<file path="config.mk">
export PLATFORM = sky130hd
export DESIGN_NAME = civil_date_day_count_converter_unit
export DESIGN_NICKNAME = d
export VERILOG_FILES = /design/src/hdl/cdconv_pkg.sv /design/src/hdl/cdconv_to_days.sv /design/src/hdl/cdconv_from_days.sv /design/src/hdl/civil_date_day_count_converter_unit.sv
export VERILOG_INCLUDE_DIRS = /design/src /design/src/hdl
export SDC_FILE = /design/constraint.sdc
export NUM_CORES = 2
export LEC_CHECK = 0
export BUFFER_PORTS_ARGS = -buffer_cell sky130_fd_sc_hd__buf_2
export CORE_MARGIN = 4
export CORE_UTILIZATION = 58
export CTS_BUF_LIST = sky130_fd_sc_hd__clkbuf_8
export CTS_CLUSTER_SIZE = 10
export DETAILED_ROUTE_END_ITERATION = 7
export PLACE_DENSITY_LB_ADDON = 0.1
export SYNTH_ARGS = -nofsm -noshare
export SYNTH_HDL_FRONTEND = slang
export SYNTH_SLANG_ARGS = --single-unit
</file>
<file path="constraint.sdc">
create_clock -name i_clk -period 9.8 [get_ports i_clk]
set_input_delay 1.96 -clock i_clk [delete_from_list [all_inputs] [get_ports i_clk]]
set_output_delay 1.96 -clock i_clk [all_outputs]
set_load 0.02 [all_outputs]
</file>
<file path="src/hdl/civil_date_day_count_converter_unit_assert.svh">
// ============================================================================
// Assertion macros for the civil date converter
// Two checking forms: an implication checked in the same cycle and an invariant.
// ============================================================================
`ifndef CIVIL_DATE_DAY_COUNT_CONVERTER_UNIT_ASSERT_SVH
`define CIVIL_DATE_DAY_COUNT_CONVERTER_UNIT_ASSERT_SVH
`ifndef SYNTH
`define CDCU_ASSERT_IMP(label, clk, rst_n, ante, cons) \
    label: assert property (@(posedge clk) disable iff (!rst_n) (ante) |-> (cons)) \
        else $error("civil date converter: implication check failed");
`define CDCU_ASSERT_ALWAYS(label, clk, rst_n, expr) \
    label: assert property (@(posedge clk) disable iff (!rst_n) (expr)) \
        else $error("civil date converter: invariant check failed");
`else
`define CDCU_ASSERT_IMP(label, clk, rst_n, ante, cons)
`define CDCU_ASSERT_ALWAYS(label, clk, rst_n, expr)
`endif
`endif

</file>
<file path="src/hdl/cdconv_pkg.sv">
// ============================================================================
// Civil date converter package
// Shared widths, constants, status codes, result structs and the month table.
// ============================================================================
package cdconv_pkg;

    // Field widths.
    localparam int YEAR_W   = 14;
    localparam int MONTH_W  = 4;
    localparam int DAY_W    = 5;
    localparam int COUNT_W  = 22;

    // Calendar constants.
    localparam logic [COUNT_W-1:0] MAX_COUNT     = 22'd2958463;
    localparam logic [YEAR_W-1:0]  MAX_YEAR      = 14'd9999;
    localparam logic [MONTH_W-1:0] MAX_MONTH     = 4'd12;
    localparam logic [DAY_W-1:0]   MAX_DAY       = 5'd31;
    localparam logic [YEAR_W-1:0]  FIRST_YEAR    = 14'd1900;
    // Days from 0000-03-01 up to the base date 1900-01-01.
    localparam logic [COUNT_W-1:0] DAYS_TO_BASE  = 22'd693901;
    localparam logic [17:0]        DAYS_PER_ERA  = 18'd146097;
    localparam logic [8:0]         YEARS_PER_ERA = 9'd400;
    localparam logic [8:0]         DAYS_PER_YEAR = 9'd365;

    // Reciprocals for division by constants.
    // x / 25 for x < 1024: (x * 1311) >> 15.
    localparam logic [10:0] RECIP_25   = 11'd1311;
    // z / 146097 for z < 2^22: (z * 15051803) >> 41.
    localparam logic [23:0] RECIP_ERA  = 24'd15051803;
    // x / 365 for x < 36525 (used as doe / 1460 on doe >> 2): (x * 22983) >> 23.
    localparam logic [14:0] RECIP_1460 = 15'd22983;
    // t / 365 for t < 2^18: (t * 183860) >> 26.
    localparam logic [17:0] RECIP_YEAR = 18'd183860;

    // Pipeline depths in register stages.
    localparam int FROM_STAGES = 7;
    localparam int TO_STAGES   = 3;
    localparam int PAD_STAGES  = FROM_STAGES - TO_STAGES;
    localparam int LATENCY     = FROM_STAGES + 1;

    typedef enum logic [1:0] {
        ST_OK     = 2'd0,
        ST_BEFORE = 2'd1,
        ST_BEYOND = 2'd2
    } t_status;

    // Result of the date to day count path.
    typedef struct packed {
        t_status              status;
        logic [COUNT_W-1:0]   days;
    } t_days_res;

    // Result of the day count to date path.
    typedef struct packed {
        logic                 sat;
        logic [YEAR_W-1:0]    year;
        logic [MONTH_W-1:0]   month;
        logic [DAY_W-1:0]     day;
    } t_date_res;

    // First day of each month within a March-based year, month 0 being March.
    function automatic logic [8:0] month_start(input logic [3:0] mp);
        logic [8:0] v;
        case (mp)
            4'd0:    v = 9'd0;
            4'd1:    v = 9'd31;
            4'd2:    v = 9'd61;
            4'd3:    v = 9'd92;
            4'd4:    v = 9'd122;
            4'd5:    v = 9'd153;
            4'd6:    v = 9'd184;
            4'd7:    v = 9'd214;
            4'd8:    v = 9'd245;
            4'd9:    v = 9'd275;
            4'd10:   v = 9'd306;
            4'd11:   v = 9'd337;
            4'd12:   v = 9'd367;
            default: v = 9'd0;
        endcase
        return v;
    endfunction

endpackage

</file>
<file path="src/hdl/cdconv_to_days.sv">
// ============================================================================
// Date to day count pipeline
// Three register stages: era split, year of era, day of era, then the final
// offset and range check on the registered outputs of the last stage.
// ============================================================================
module cdconv_to_days (
    input  logic                          i_clk,
    input  logic [cdconv_pkg::YEAR_W-1:0] i_year,
    input  logic [cdconv_pkg::MONTH_W-1:0] i_month,
    input  logic [cdconv_pkg::DAY_W-1:0]  i_day,
    output cdconv_pkg::t_days_res         o_res
);

    // Stage 1: shift to a March-based year and split off the era.
    logic                w_early;
    logic [14:0]         w_yp;
    logic [3:0]          w_mp;
    logic signed [9:0]   w_doy;
    logic [20:0]         w_era_prod;

    logic [13:0]         r1_y;
    logic                r1_neg;
    logic signed [9:0]   r1_doy;
    logic [5:0]          r1_era;

    always_comb begin
        w_early    = (i_month <= 4'd2);
        w_yp       = {1'b0, i_year} - {14'd0, w_early};
        w_mp       = w_early ? (i_month + 4'd9) : (i_month - 4'd3);
        w_doy      = $signed({1'b0, cdconv_pkg::month_start(w_mp)})
                   + $signed({5'd0, i_day}) - 10'sd1;
        w_era_prod = w_yp[13:4] * cdconv_pkg::RECIP_25;
    end

    always_ff @(posedge i_clk) begin
        r1_y   <= w_yp[13:0];
        // A borrow out of year zero means a date before any era we cover.
        r1_neg <= w_yp[14];
        r1_doy <= w_doy;
        r1_era <= w_era_prod[20:15];
    end

    // Stage 2: year of era and the days of the whole eras.
    logic [14:0]         w_era400;
    logic [13:0]         w_yoe_full;
    logic [22:0]         w_erad;

    logic [8:0]          r2_yoe;
    logic [22:0]         r2_erad;
    logic signed [9:0]   r2_doy;
    logic                r2_neg;

    always_comb begin
        w_era400   = r1_era * cdconv_pkg::YEARS_PER_ERA;
        w_yoe_full = r1_y - w_era400[13:0];
        w_erad     = r1_era * cdconv_pkg::DAYS_PER_ERA;
    end

    always_ff @(posedge i_clk) begin
        r2_yoe  <= w_yoe_full[8:0];
        r2_erad <= w_erad;
        r2_doy  <= r1_doy;
        r2_neg  <= r1_neg;
    end

    // Stage 3: day of era, which is negative only for day zero of March in
    // the first year of an era.
    logic [17:0]         w_yoe365;
    logic [1:0]          w_c100;
    logic signed [18:0]  w_doe;

    logic signed [18:0]  r3_doe;
    logic [22:0]         r3_erad;
    logic                r3_neg;

    always_comb begin
        w_yoe365 = r2_yoe * cdconv_pkg::DAYS_PER_YEAR;
        w_c100   = {1'b0, (r2_yoe >= 9'd100)} + {1'b0, (r2_yoe >= 9'd200)}
                 + {1'b0, (r2_yoe >= 9'd300)};
        w_doe    = $signed({1'b0, w_yoe365}) + $signed({12'd0, r2_yoe[8:2]})
                 - $signed({17'd0, w_c100}) + 19'(r2_doy);
    end

    always_ff @(posedge i_clk) begin
        r3_doe  <= w_doe;
        r3_erad <= r2_erad;
        r3_neg  <= r2_neg;
    end

    // Offset to the base date and range check.
    logic signed [24:0]  w_n;

    always_comb begin
        w_n = $signed({2'b0, r3_erad}) + 25'(r3_doe)
            - $signed({3'b0, cdconv_pkg::DAYS_TO_BASE});
        if (r3_neg || (w_n < 25'sd0)) begin
            o_res.status = cdconv_pkg::ST_BEFORE;
            o_res.days   = '0;
        end else if (w_n > $signed({3'b0, cdconv_pkg::MAX_COUNT})) begin
            o_res.status = cdconv_pkg::ST_BEYOND;
            o_res.days   = cdconv_pkg::MAX_COUNT;
        end else begin
            o_res.status = cdconv_pkg::ST_OK;
            o_res.days   = w_n[21:0];
        end
    end

endmodule

</file>
<file path="src/hdl/cdconv_from_days.sv">
// ============================================================================
// Day count to date pipeline
// Seven register stages: offset, era, day of era, year correction, year of
// era, day of year, month search; the date is assembled after the last one.
// ============================================================================
module cdconv_from_days (
    input  logic                           i_clk,
    input  logic [cdconv_pkg::COUNT_W-1:0] i_day_count,
    output cdconv_pkg::t_date_res          o_res
);

    // Stage 1: count from 0000-03-01.
    logic [21:0] r1_z;
    logic        r1_sat;

    always_ff @(posedge i_clk) begin
        r1_z   <= i_day_count + cdconv_pkg::DAYS_TO_BASE;
        r1_sat <= (i_day_count > cdconv_pkg::MAX_COUNT);
    end

    // Stage 2: era number by reciprocal multiplication.
    logic [45:0] w_era_prod;
    logic [4:0]  r2_era;
    logic [21:0] r2_z;
    logic        r2_sat;

    assign w_era_prod = r1_z * cdconv_pkg::RECIP_ERA;

    always_ff @(posedge i_clk) begin
        r2_era <= w_era_prod[45:41];
        r2_z   <= r1_z;
        r2_sat <= r1_sat;
    end

    // Stage 3: day of era and the first year of the era.
    logic [22:0] w_erad;
    logic [22:0] w_doe_full;
    logic [13:0] w_y400;
    logic [17:0] r3_doe;
    logic [13:0] r3_y400;
    logic        r3_sat;

    always_comb begin
        w_erad     = r2_era * cdconv_pkg::DAYS_PER_ERA;
        w_doe_full = {1'b0, r2_z} - w_erad;
        w_y400     = r2_era * cdconv_pkg::YEARS_PER_ERA;
    end

    always_ff @(posedge i_clk) begin
        r3_doe  <= w_doe_full[17:0];
        r3_y400 <= w_y400;
        r3_sat  <= r2_sat;
    end

    // Stage 4: take out leap days so that a plain division by 365 gives the
    // year of era.
    logic [30:0] w_q_prod;
    logic [7:0]  w_q1460;
    logic [2:0]  w_q36524;
    logic        w_last;
    logic [18:0] w_t_full;
    logic [17:0] r4_t;
    logic [17:0] r4_doe;
    logic [13:0] r4_y400;
    logic        r4_sat;

    always_comb begin
        w_q_prod = r3_doe[17:2] * cdconv_pkg::RECIP_1460;
        w_q1460  = w_q_prod[30:23];
        w_q36524 = {2'b0, (r3_doe >= 18'd36524)} + {2'b0, (r3_doe >= 18'd73048)}
                 + {2'b0, (r3_doe >= 18'd109572)} + {2'b0, (r3_doe >= 18'd146096)};
        w_last   = (r3_doe == 18'd146096);
        w_t_full = {1'b0, r3_doe} - {11'd0, w_q1460} + {16'd0, w_q36524}
                 - {18'd0, w_last};
    end

    always_ff @(posedge i_clk) begin
        r4_t    <= w_t_full[17:0];
        r4_doe  <= r3_doe;
        r4_y400 <= r3_y400;
        r4_sat  <= r3_sat;
    end

    // Stage 5: year of era.
    logic [35:0] w_yoe_prod;
    logic [8:0]  r5_yoe;
    logic [17:0] r5_doe;
    logic [13:0] r5_y400;
    logic        r5_sat;

    assign w_yoe_prod = r4_t * cdconv_pkg::RECIP_YEAR;

    always_ff @(posedge i_clk) begin
        r5_yoe  <= w_yoe_prod[34:26];
        r5_doe  <= r4_doe;
        r5_y400 <= r4_y400;
        r5_sat  <= r4_sat;
    end

    // Stage 6: day of the March-based year.
    logic [17:0] w_yoe365;
    logic [1:0]  w_c100;
    logic [17:0] w_doy_full;
    logic [8:0]  r6_doy;
    logic [8:0]  r6_yoe;
    logic [13:0] r6_y400;
    logic        r6_sat;

    always_comb begin
        w_yoe365   = r5_yoe * cdconv_pkg::DAYS_PER_YEAR;
        w_c100     = {1'b0, (r5_yoe >= 9'd100)} + {1'b0, (r5_yoe >= 9'd200)}
                   + {1'b0, (r5_yoe >= 9'd300)};
        w_doy_full = r5_doe - (w_yoe365 + {11'd0, r5_yoe[8:2]} - {16'd0, w_c100});
    end

    always_ff @(posedge i_clk) begin
        r6_doy  <= w_doy_full[8:0];
        r6_yoe  <= r5_yoe;
        r6_y400 <= r5_y400;
        r6_sat  <= r5_sat;
    end

    // Stage 7: the month is the number of month starts after March's at or below the day.
    logic [3:0]  w_mp;
    logic [3:0]  r7_mp;
    logic [8:0]  r7_doy;
    logic [8:0]  r7_yoe;
    logic [13:0] r7_y400;
    logic        r7_sat;

    always_comb begin
        w_mp = 4'd0;
        for (int k = 1; k < 12; k++) begin
            w_mp = w_mp + {3'd0, (r6_doy >= cdconv_pkg::month_start(4'(k)))};
        end
    end

    always_ff @(posedge i_clk) begin
        r7_mp   <= w_mp;
        r7_doy  <= r6_doy;
        r7_yoe  <= r6_yoe;
        r7_y400 <= r6_y400;
        r7_sat  <= r6_sat;
    end

    // Date assembly; January and February belong to the next civil year.
    logic [8:0]  w_d_full;
    logic [3:0]  w_m;
    logic        w_jan_feb;

    always_comb begin
        w_d_full  = r7_doy - cdconv_pkg::month_start(r7_mp) + 9'd1;
        w_m       = (r7_mp < 4'd10) ? (r7_mp + 4'd3) : (r7_mp - 4'd9);
        w_jan_feb = (w_m <= 4'd2);
        o_res.sat = r7_sat;
        if (r7_sat) begin
            o_res.year  = cdconv_pkg::MAX_YEAR;
            o_res.month = cdconv_pkg::MAX_MONTH;
            o_res.day   = cdconv_pkg::MAX_DAY;
        end else begin
            o_res.year  = r7_y400 + {5'd0, r7_yoe} + {13'd0, w_jan_feb};
            o_res.month = w_m;
            o_res.day   = w_d_full[4:0];
        end
    end

endmodule

</file>
<file path="src/hdl/civil_date_day_count_converter_unit.sv">
// ============================================================================
// Civil date and day count converter
// Converts a Gregorian date to days since 1900-01-01 and back, one request
// per clock while o_busy is low, fully pipelined.
// ============================================================================
// Usage:
// A request is taken at a rising clock edge where i_start is high and o_busy
// is low. i_req_type selects the direction: 0 converts i_year, i_month and
// i_day into a day count, 1 converts i_day_count into a date. Fields that the
// chosen direction does not use are ignored.
// Every request gives exactly one result. It is shown for one cycle with
// o_valid high; the receiver has no way to hold it off, and none is needed.
// A request passes the seven-stage day count to date pipeline or the date to
// day count path, then the output register. Throughput is one request per
// cycle while o_busy is low.
// The shorter date to day count path runs through four delay registers so
// both directions leave in request order at the same latency.
// o_busy is high only while i_rst_n is low and until the clock edge after it
// is released. Reset empties the pipeline; no result is emitted afterward
// for a request that was still in flight.
// Status: 0 ok, 1 date before the base date, 2 beyond 9999-12-31 (outputs
// saturate to the largest count or the last date).
// ============================================================================
`include "civil_date_day_count_converter_unit_assert.svh"

module civil_date_day_count_converter_unit (
    input  logic                            i_clk,
    input  logic                            i_rst_n,
    input  logic                            i_start,
    output logic                            o_busy,
    input  logic                            i_req_type,
    input  logic [cdconv_pkg::YEAR_W-1:0]   i_year,
    input  logic [cdconv_pkg::MONTH_W-1:0]  i_month,
    input  logic [cdconv_pkg::DAY_W-1:0]    i_day,
    input  logic [cdconv_pkg::COUNT_W-1:0]  i_day_count,
    output logic                            o_valid,
    output logic [1:0]                      o_status,
    output logic [cdconv_pkg::COUNT_W-1:0]  o_days_out,
    output logic [cdconv_pkg::YEAR_W-1:0]   o_year_out,
    output logic [cdconv_pkg::MONTH_W-1:0]  o_month_out,
    output logic [cdconv_pkg::DAY_W-1:0]    o_day_out
);

    localparam int STAGES = cdconv_pkg::FROM_STAGES;
    localparam int PAD    = cdconv_pkg::PAD_STAGES;

    // The block is ready in the cycle after reset is released.
    logic r_run;
    logic w_accept;

    assign o_busy   = ~r_run;
    assign w_accept = i_start & r_run;

    // Both directions are computed for every request; the request type
    // travels with the valid bit and picks the result at the output.
    cdconv_pkg::t_days_res w_res0;
    cdconv_pkg::t_date_res w_res1;

    cdconv_to_days u_to_days (
        .i_clk   (i_clk),
        .i_year  (i_year),
        .i_month (i_month),
        .i_day   (i_day),
        .o_res   (w_res0)
    );

    cdconv_from_days u_from_days (
        .i_clk       (i_clk),
        .i_day_count (i_day_count),
        .o_res       (w_res1)
    );

    // Valid and request type shift lines, one bit per pipeline stage.
    logic [STAGES-1:0] r_vld;
    logic [STAGES-1:0] r_typ;

    // Delay line that brings the date to day count result level with the
    // other path.
    cdconv_pkg::t_days_res r_pad [PAD];

    // Output register.
    logic                            r_valid;
    logic [1:0]                      r_status;
    logic [cdconv_pkg::COUNT_W-1:0]  r_days;
    logic [cdconv_pkg::YEAR_W-1:0]   r_year;
    logic [cdconv_pkg::MONTH_W-1:0]  r_month;
    logic [cdconv_pkg::DAY_W-1:0]    r_day;

    logic [1:0]                      n_status;
    logic [cdconv_pkg::COUNT_W-1:0]  n_days;
    logic [cdconv_pkg::YEAR_W-1:0]   n_year;
    logic [cdconv_pkg::MONTH_W-1:0]  n_month;
    logic [cdconv_pkg::DAY_W-1:0]    n_day;

    always_comb begin
        if (r_typ[STAGES-1]) begin
            n_status = w_res1.sat ? cdconv_pkg::ST_BEYOND : cdconv_pkg::ST_OK;
            n_days   = '0;
            n_year   = w_res1.year;
            n_month  = w_res1.month;
            n_day    = w_res1.day;
        end else begin
            n_status = r_pad[PAD-1].status;
            n_days   = r_pad[PAD-1].days;
            n_year   = '0;
            n_month  = '0;
            n_day    = '0;
        end
    end

    always_ff @(posedge i_clk) begin
        if (!i_rst_n) begin
            r_run   <= 1'b0;
            r_vld   <= '0;
            r_valid <= 1'b0;
        end else begin
            r_run   <= 1'b1;
            r_vld   <= {r_vld[STAGES-2:0], w_accept};
            r_valid <= r_vld[STAGES-1];
        end
    end

    always_ff @(posedge i_clk) begin
        r_typ    <= {r_typ[STAGES-2:0], i_req_type};
        r_pad[0] <= w_res0;
        for (int i = 1; i < PAD; i++) begin
            r_pad[i] <= r_pad[i-1];
        end
        r_status <= n_status;
        r_days   <= n_days;
        r_year   <= n_year;
        r_month  <= n_month;
        r_day    <= n_day;
    end

    assign o_valid     = r_valid;
    assign o_status    = r_status;
    assign o_days_out  = r_days;
    assign o_year_out  = r_year;
    assign o_month_out = r_month;
    assign o_day_out   = r_day;

    // Every accepted request shows up exactly once, a fixed time later.
    `CDCU_ASSERT_ALWAYS(a_latency, i_clk, i_rst_n, o_valid == $past(w_accept, cdconv_pkg::LATENCY))

    // A date before the base gives an all-zero result.
    `CDCU_ASSERT_IMP(a_before_zero, i_clk, i_rst_n, o_valid && (o_status == cdconv_pkg::ST_BEFORE), (o_days_out == '0) && (o_year_out == '0) && (o_month_out == '0) && (o_day_out == '0))

    // A converted date lies within the calendar range.
    `CDCU_ASSERT_IMP(a_date_range, i_clk, i_rst_n, o_valid && (o_status == cdconv_pkg::ST_OK) && (o_year_out != '0), (o_days_out == '0) && (o_year_out >= cdconv_pkg::FIRST_YEAR) && (o_year_out <= cdconv_pkg::MAX_YEAR) && (o_month_out >= 4'd1) && (o_month_out <= cdconv_pkg::MAX_MONTH) && (o_day_out >= 5'd1) && (o_day_out <= cdconv_pkg::MAX_DAY))

    // A count past the range saturates to the last date.
    `CDCU_ASSERT_IMP(a_date_sat, i_clk, i_rst_n, o_valid && (o_status == cdconv_pkg::ST_BEYOND) && (o_year_out != '0), (o_year_out == cdconv_pkg::MAX_YEAR) && (o_month_out == cdconv_pkg::MAX_MONTH) && (o_day_out == cdconv_pkg::MAX_DAY))

    // A date past the range saturates to the largest count.
    `CDCU_ASSERT_IMP(a_count_sat, i_clk, i_rst_n, o_valid && (o_status == cdconv_pkg::ST_BEYOND) && (o_year_out == '0), o_days_out == cdconv_pkg::MAX_COUNT)

endmodule

</file>
# Word-level counts from Yosys, hierarchy flattened
# Memory sizes are Yosys's and may differ from the RTL's. A register that Yosys moved wholly into a read port is not among the register bits.
# Index checks and enable logic that the tools add are counted.
# totals
memories,3
ramBits,96
romBits,288
reg_bits,376
input_bits,49
out_inout_bits,49
latch_bits,0
# memory_table
name,depth,width,read_ports,rd_ports_with_merged_regs,write_ports,line_no,text
(no name shown),16,9,1,1,0,cdconv_pkg.sv:64,case (mp)
(no name shown),16,9,1,0,0,cdconv_pkg.sv:64,
r_pad,4,24,4,0,4,civil_date_day_count_converter_unit.sv:79,cdconv_pkg::t_days_res r_pad [PAD];
# op_classes
div,0
magnitude_cmp,27
n_bitwise,3
mul,10
n_reduce_logical,2
eq_ne,1
mux,8
add_sub_neg,42
shifts,0
# op_table
cell,count
"9-bit by 8-bit greater-or-equal comparator with 1-bit output, second input constant",6
24-bit two-way mux,2
"22-bit by 24-bit multiplier with 46-bit output, second input constant",1
"9-bit greater-or-equal comparator, second input constant",5
4-bit by 1-bit adder with 4-bit output,9
"18-bit by 17-bit greater-or-equal comparator with 1-bit output, second input constant",2
"9-bit by 7-bit greater-or-equal comparator with 1-bit output, second input constant",4
"18-bit by 16-bit multiplier with 33-bit output, second input constant",1
"16-bit by 15-bit multiplier with 31-bit output, second input constant",1
24-bit by 19-bit adder with 25-bit output,1
"25-bit by 23-bit > comparator with 1-bit output, second input constant",1
"25-bit by 1-bit < comparator with 1-bit output, second input constant",1
"25-bit by 21-bit subtractor with 25-bit output, second input constant",1
"6-bit by 18-bit multiplier with 23-bit output, second input constant",1
23-bit two-way mux,1
"22-bit by 20-bit adder with 22-bit output, second input constant",1
"22-bit > comparator, second input constant",1
"10-bit by 11-bit multiplier with 21-bit output, second input constant",1
18-bit by 7-bit adder with 19-bit output,1
19-bit by 10-bit adder with 19-bit output,1
19-bit by 3-bit subtractor with 19-bit output,1
18-bit by 3-bit adder with 18-bit output,1
"18-bit == test, second input constant",1
"18-bit by 16-bit greater-or-equal comparator with 1-bit output, second input constant",1
37 further kinds,47

# Logic depth before layout (Yosys ltp)
# depth
ltp_word,11
depth_mapped,32
depth_no_buf,32

# Hierarchy
# Synthesis repeated with hierarchy kept, for this count alone.
# hier_totals
hier_cells,4204
area_unflattened_um2,43840.8
# modules_own_cells
mod,seq_area_each_um2,instances,area_each_um2,cells_each
cdconv_from_days,4124.0,1,28333.4,2700
cdconv_to_days,2242.2,1,11917.7,1284
civil_date_day_count_converter_unit,3183.1,1,3589.7,220

# Worst setup path before layout
# Ideal clock, no wire load.
# synth_timing
kind,input port to flip-flop
from,input port i_month[1] (netlist bit)
to,register u_to_days.r1_era[5]
cell_stages,29
slack_ns,1.224
setup_time_ns,0.072
arrival_time_ns,8.504
cell_sequence,clkbuf_1 -> nand2_1 -> inv_1 -> nor3_1 -> ha_1 -> nor2b_1 -> nand2_1 -> or4_1 -> nor3_1 -> xor2_1 -> inv_1 -> fa_1 -> inv_1 -> fa_1 -> fa_1 -> fa_1 -> inv_1 -> fa_1 -> inv_1 -> ha_1 -> o211ai_1 -> a21oi_1 -> o31ai_1 -> a21oi_1 -> o311a_1 -> o31a_1 -> o21a_1 -> nor2_1 -> xor2_1
# synth_via
elab_chain_cells,3
# synth_rtl
item,line_no,text
start: declaration,civil_date_day_count_converter_unit.sv:33,"input logic [cdconv_pkg::MONTH_W-1:0] i_month,"
4-bit by 2-bit <= comparator with 1-bit output,cdconv_to_days.sv:27,w_early = (i_month <= 4'd2);
14-bit by 1-bit subtractor with 15-bit output,cdconv_to_days.sv:28,"w_yp = {1'b0, i_year} - {14'd0, w_early};"
10-bit by 11-bit multiplier with 21-bit output,cdconv_to_days.sv:32,w_era_prod = w_yp[13:4] * cdconv_pkg::RECIP_25;
net u_to_days.w_era_prod[20],cdconv_to_days.sv:19,logic [20:0] w_era_prod;
end signal: assignment,cdconv_to_days.sv:40,r1_era <= w_era_prod[20:15];
end: declaration,cdconv_to_days.sv:24,logic [5:0] r1_era;
# The timed path passes the listed nets, and every way through them passes these cells.
# A chain may end at the register's enable or synchronous reset.

# Final worst setup path
# layout_timing
from,register u_from_days.r3_doe[10]
to,register u_from_days.r4_t[16]
# layout_via
elab_chain_cells,6
word_cells_on_any_way,12
cone_classes,add/sub: 6; mul: 1; order compare: 4; eq/ne: 1
# layout_rtl
item,line_no,text
start: declaration,cdconv_from_days.sv:39,logic [17:0] r3_doe;
start signal: assignment,cdconv_from_days.sv:50,r3_doe <= w_doe_full[17:0];
"parallel branches: the longest is 5 deep, another holds 16-bit by 15-bit multiplier with 31-bit output",n/a,
18-bit by 1-bit subtractor with 18-bit output (*),cdconv_from_days.sv:74,"- {18'd0, w_last};"
net u_from_days.w_t_full[16],cdconv_from_days.sv:61,logic [18:0] w_t_full;
end signal: assignment,cdconv_from_days.sv:78,r4_t <= w_t_full[17:0];
end: declaration,cdconv_from_days.sv:62,logic [17:0] r4_t;
# Mark *: on every way through the listed nets, which the timed path passes.

==> impl_metrics.json <==
{
  "status": "completed",
  "cp-start-kind": "register",
  "cts_root_buf": "clkbuf_8",
  "dp_hpwl_um": 71900,
  "path_clk_slew_ns": 0.06,
  "routabilityCongestion": 0.935,
  "crit_path_frequent_cell": "fa_1",
  "wl_per_cell_um": 16.0,
  "synthArstFlopShare": 0,
  "ff_latch_area_mm2": 0.00955,
  "cp_max_fo": 8,
  "grt_pass1_wl_um": 143000,
  "rows": 99,
  "yosysSeqAreaShare": 0.222,
  "fin_setup_tns_ns": 0,
  "finalSetupViolations": 0,
  "maxCapViolCount": 0,
  "critPathRequiredTime_ns": 10.34,
  "wirelength_um": 84900,
  "synth_cell_type_count": 79,
  "worst_pin_slew_ns": 1.05,
  "chipWidth_um": 281,
  "synth_area_per_cell_um2": 10.5,
  "multi_input_area_mm2": 0.0297,
  "yosysWarnings": 0,
  "synth_enable_flop_cells": 0,
  "dieArea_mm2": 0.0787,
  "stdcell_count": 5294,
  "yosys_most_used_dff": "dfxtp_1",
  "track_usage": 0.227,
  "fmax_mhz": 110,
  "htreeDepth": 3,
  "cts_buffers": 83,
  "area_growth_pct": 8.18,
  "firstDrtPassIters": 5,
  "fin_util": 0.635,
  "arrival_ns": 9.59,
  "grt_max_degree": 41,
  "ant_nets": 0,
  "grt_pass1_vias": 28376,
  "synth-seq-cells": 477,
  "fillCellCount": 6122,
  "core_mm2": 0.0733,
  "clock_path_buffers": 3,
  "antenna_found_initial": 3,
  "nets": 5785,
  "postSynthCellCount": 4103,
  "cts_tree": "built",
  "io-pin-count": 98,
  "overflow": 0,
  "dp_cells": 5145,
  "cp_slowest_cell": "fa_1",
  "drtIter0Drc": 1046,
  "max-slew-margin-rel": 0.279,
  "fin_skew_ns": 0.0355,
  "finalWorstSetupSlack_ns": 0.749,
  "viasPerCell": 5.11,
  "slowest_delay_ns": 0.59,
  "start_util": 0.587,
  "numPortBuffers": 97,
  "drv_slew": 0,
  "clock_latency_ns": 0.66,
  "holdBufCountCts": 0,
  "period_share": 0.924,
  "syn-num-nets": 5617,
  "layout-drive-gt1-share": 0.0628,
  "drc": 0,
  "num_vias": 27064,
  "post_cts_buffers": 0,
  "fin_crit_ns": 9.05,
  "hold_path.class": "reg2reg",
  "worstSetupPathType": "reg2reg",
  "pre_cts_slack_ns": 0.794,
  "rsz0062_at_grt": "false",
  "timing_hold_violations_final": 0,
  "critPathCaptureType": "register",
  "die_y_um": 281,
  "syn_area_mm2": 0.0431,
  "clkSinkCount": 477,
  "cts_resized": 0
}
## final timing paths
check / start / end / slack, ns / cells past startpoint
min reg2reg: u_to_days.r2_erad[14] / u_to_days.r3_erad[14] / 0.31 / 0
min: u_to_days.r2_erad[14] / u_to_days.r3_erad[14] / 0.31 / 0
max: u_from_days.r3_doe[10] / u_from_days.r4_t[16] / 0.75 / 29
max reg2reg: u_from_days.r3_doe[10] / u_from_days.r4_t[16] / 0.75 / 29
## layout by cell type (no fill, tap or decap), types with 43 or more instances in the layout
master	count
nor2b_1	43
nand2_1	115
nor2_1	111
nand3_1	52
a21o_1	54
fa_1	535
clkbuf_8	102
xnor2_1	144
dfxtp_1	476
inv_1	1000
o21ai_0	68
buf_2	97
xor2_1	55
ha_1	930
a21oi_1	120
## logic make-up after synthesis
| logic type | after synthesis | synth area share |
|---|---|---|
| multiplexers | 7 | 0.00177 |
| AO/OA/AOI/OAI | 456 | 0.0724 |
| adder cells (fa/ha/maj) | 1465 | 0.519 |
| buffers and inverters | 1007 | 0.0880 |
| flip-flops | 477 | 0.222 |
| XOR/XNOR | 200 | 0.0408 |
| AND/OR/NAND/NOR | 491 | 0.0565 |
## synthesized netlist by cell type (12+ instances only)
library cell / count / area share
xor2_1: 55 / 0.011
nor2b_1: 43 / 0.0062
nand3_1: 52 / 0.0060
fa_1: 535 / 0.25
or3_1: 17 / 0.0025
o21ai_0: 68 / 0.0079
nand4_1: 17 / 0.0025
ha_1: 930 / 0.27
a21boi_0: 17 / 0.0030
inv_1: 985 / 0.086
and2_1: 12 / 0.0017
nor3_1: 42 / 0.0049
dfxtp_1: 477 / 0.22
nor2_1: 111 / 0.0097
clkbuf_1: 17 / 0.0015
nand2b_1: 16 / 0.0023
o211ai_1: 17 / 0.0030
a21o_1: 54 / 0.0094
o21bai_1: 20 / 0.0035
and3_1: 24 / 0.0035
nand2_1: 115 / 0.010
a211oi_1: 17 / 0.0030
a21oi_1: 120 / 0.014
o21a_1: 38 / 0.0066
xnor2_1: 144 / 0.029
## flip-flops by register name, indices dropped and copies added (netlist names), 14 cells and up, named ones only
register,flops
u_to_days.r3_doe,19
u_to_days.r3_erad,23
u_from_days.r2_z,18
u_to_days.r2_erad,23
u_from_days.r3_doe,18
o_days_out,22
u_from_days.r4_t,18
o_year_out,14
r_pad,96
u_from_days.r1_z,22
## worst max-delay path: cells and delay by family (launching register included)
kind | cells | cell delay (ns)
compound gates | 11 | 2.22
buf+inv | 2 | 0.28
mux | 1 | 0.37
fa+ha+maj | 10 | 4.62
flops | 1 | 0.58
simple gates | 5 | 0.84
## area by class of cell
class | instances | area share
Clock inverter | 46 | 0.00999
Multi-Input combinational cell | 2619 | 0.638
Clock buffer | 102 | 0.0301
Inverter | 986 | 0.0794
Sequential cell | 477 | 0.205
Timing Repair Buffer | 104 | 0.0115
Tap cell | 959 | 0.0258
Antenna cell | 1 | 0.0000537
## stage by stage
step | area [um^2] | hold slack (ns)
2_1_floorplan | 43100 | 0.310
3_3_place_gp | 44700 | 0.310
3_5_place_dp | 44700 | 0.312
4_1_cts | 46600 | 0.309
5_1_grt | 46600 | 0.309
6_report | 46600 | 0.311
## routing by layer
layer | part of all wire | vias to the layer above | track usage | routed length, um
li1 | - | 13471 | - | -
met1 | 0.46 | 13063 | 0.306 | 38900
met2 | 0.48 | 407 | 0.381 | 40400
met3 | 0.043 | 119 | 0.0435 | 3670
met4 | 0.022 | 4 | 0.0555 | 1880
met5 | 0.00032 | - | 0 | 27
Power is not shown: default switching activity piles up to over one toggle a cycle in this logic, so the estimate is an artifact.
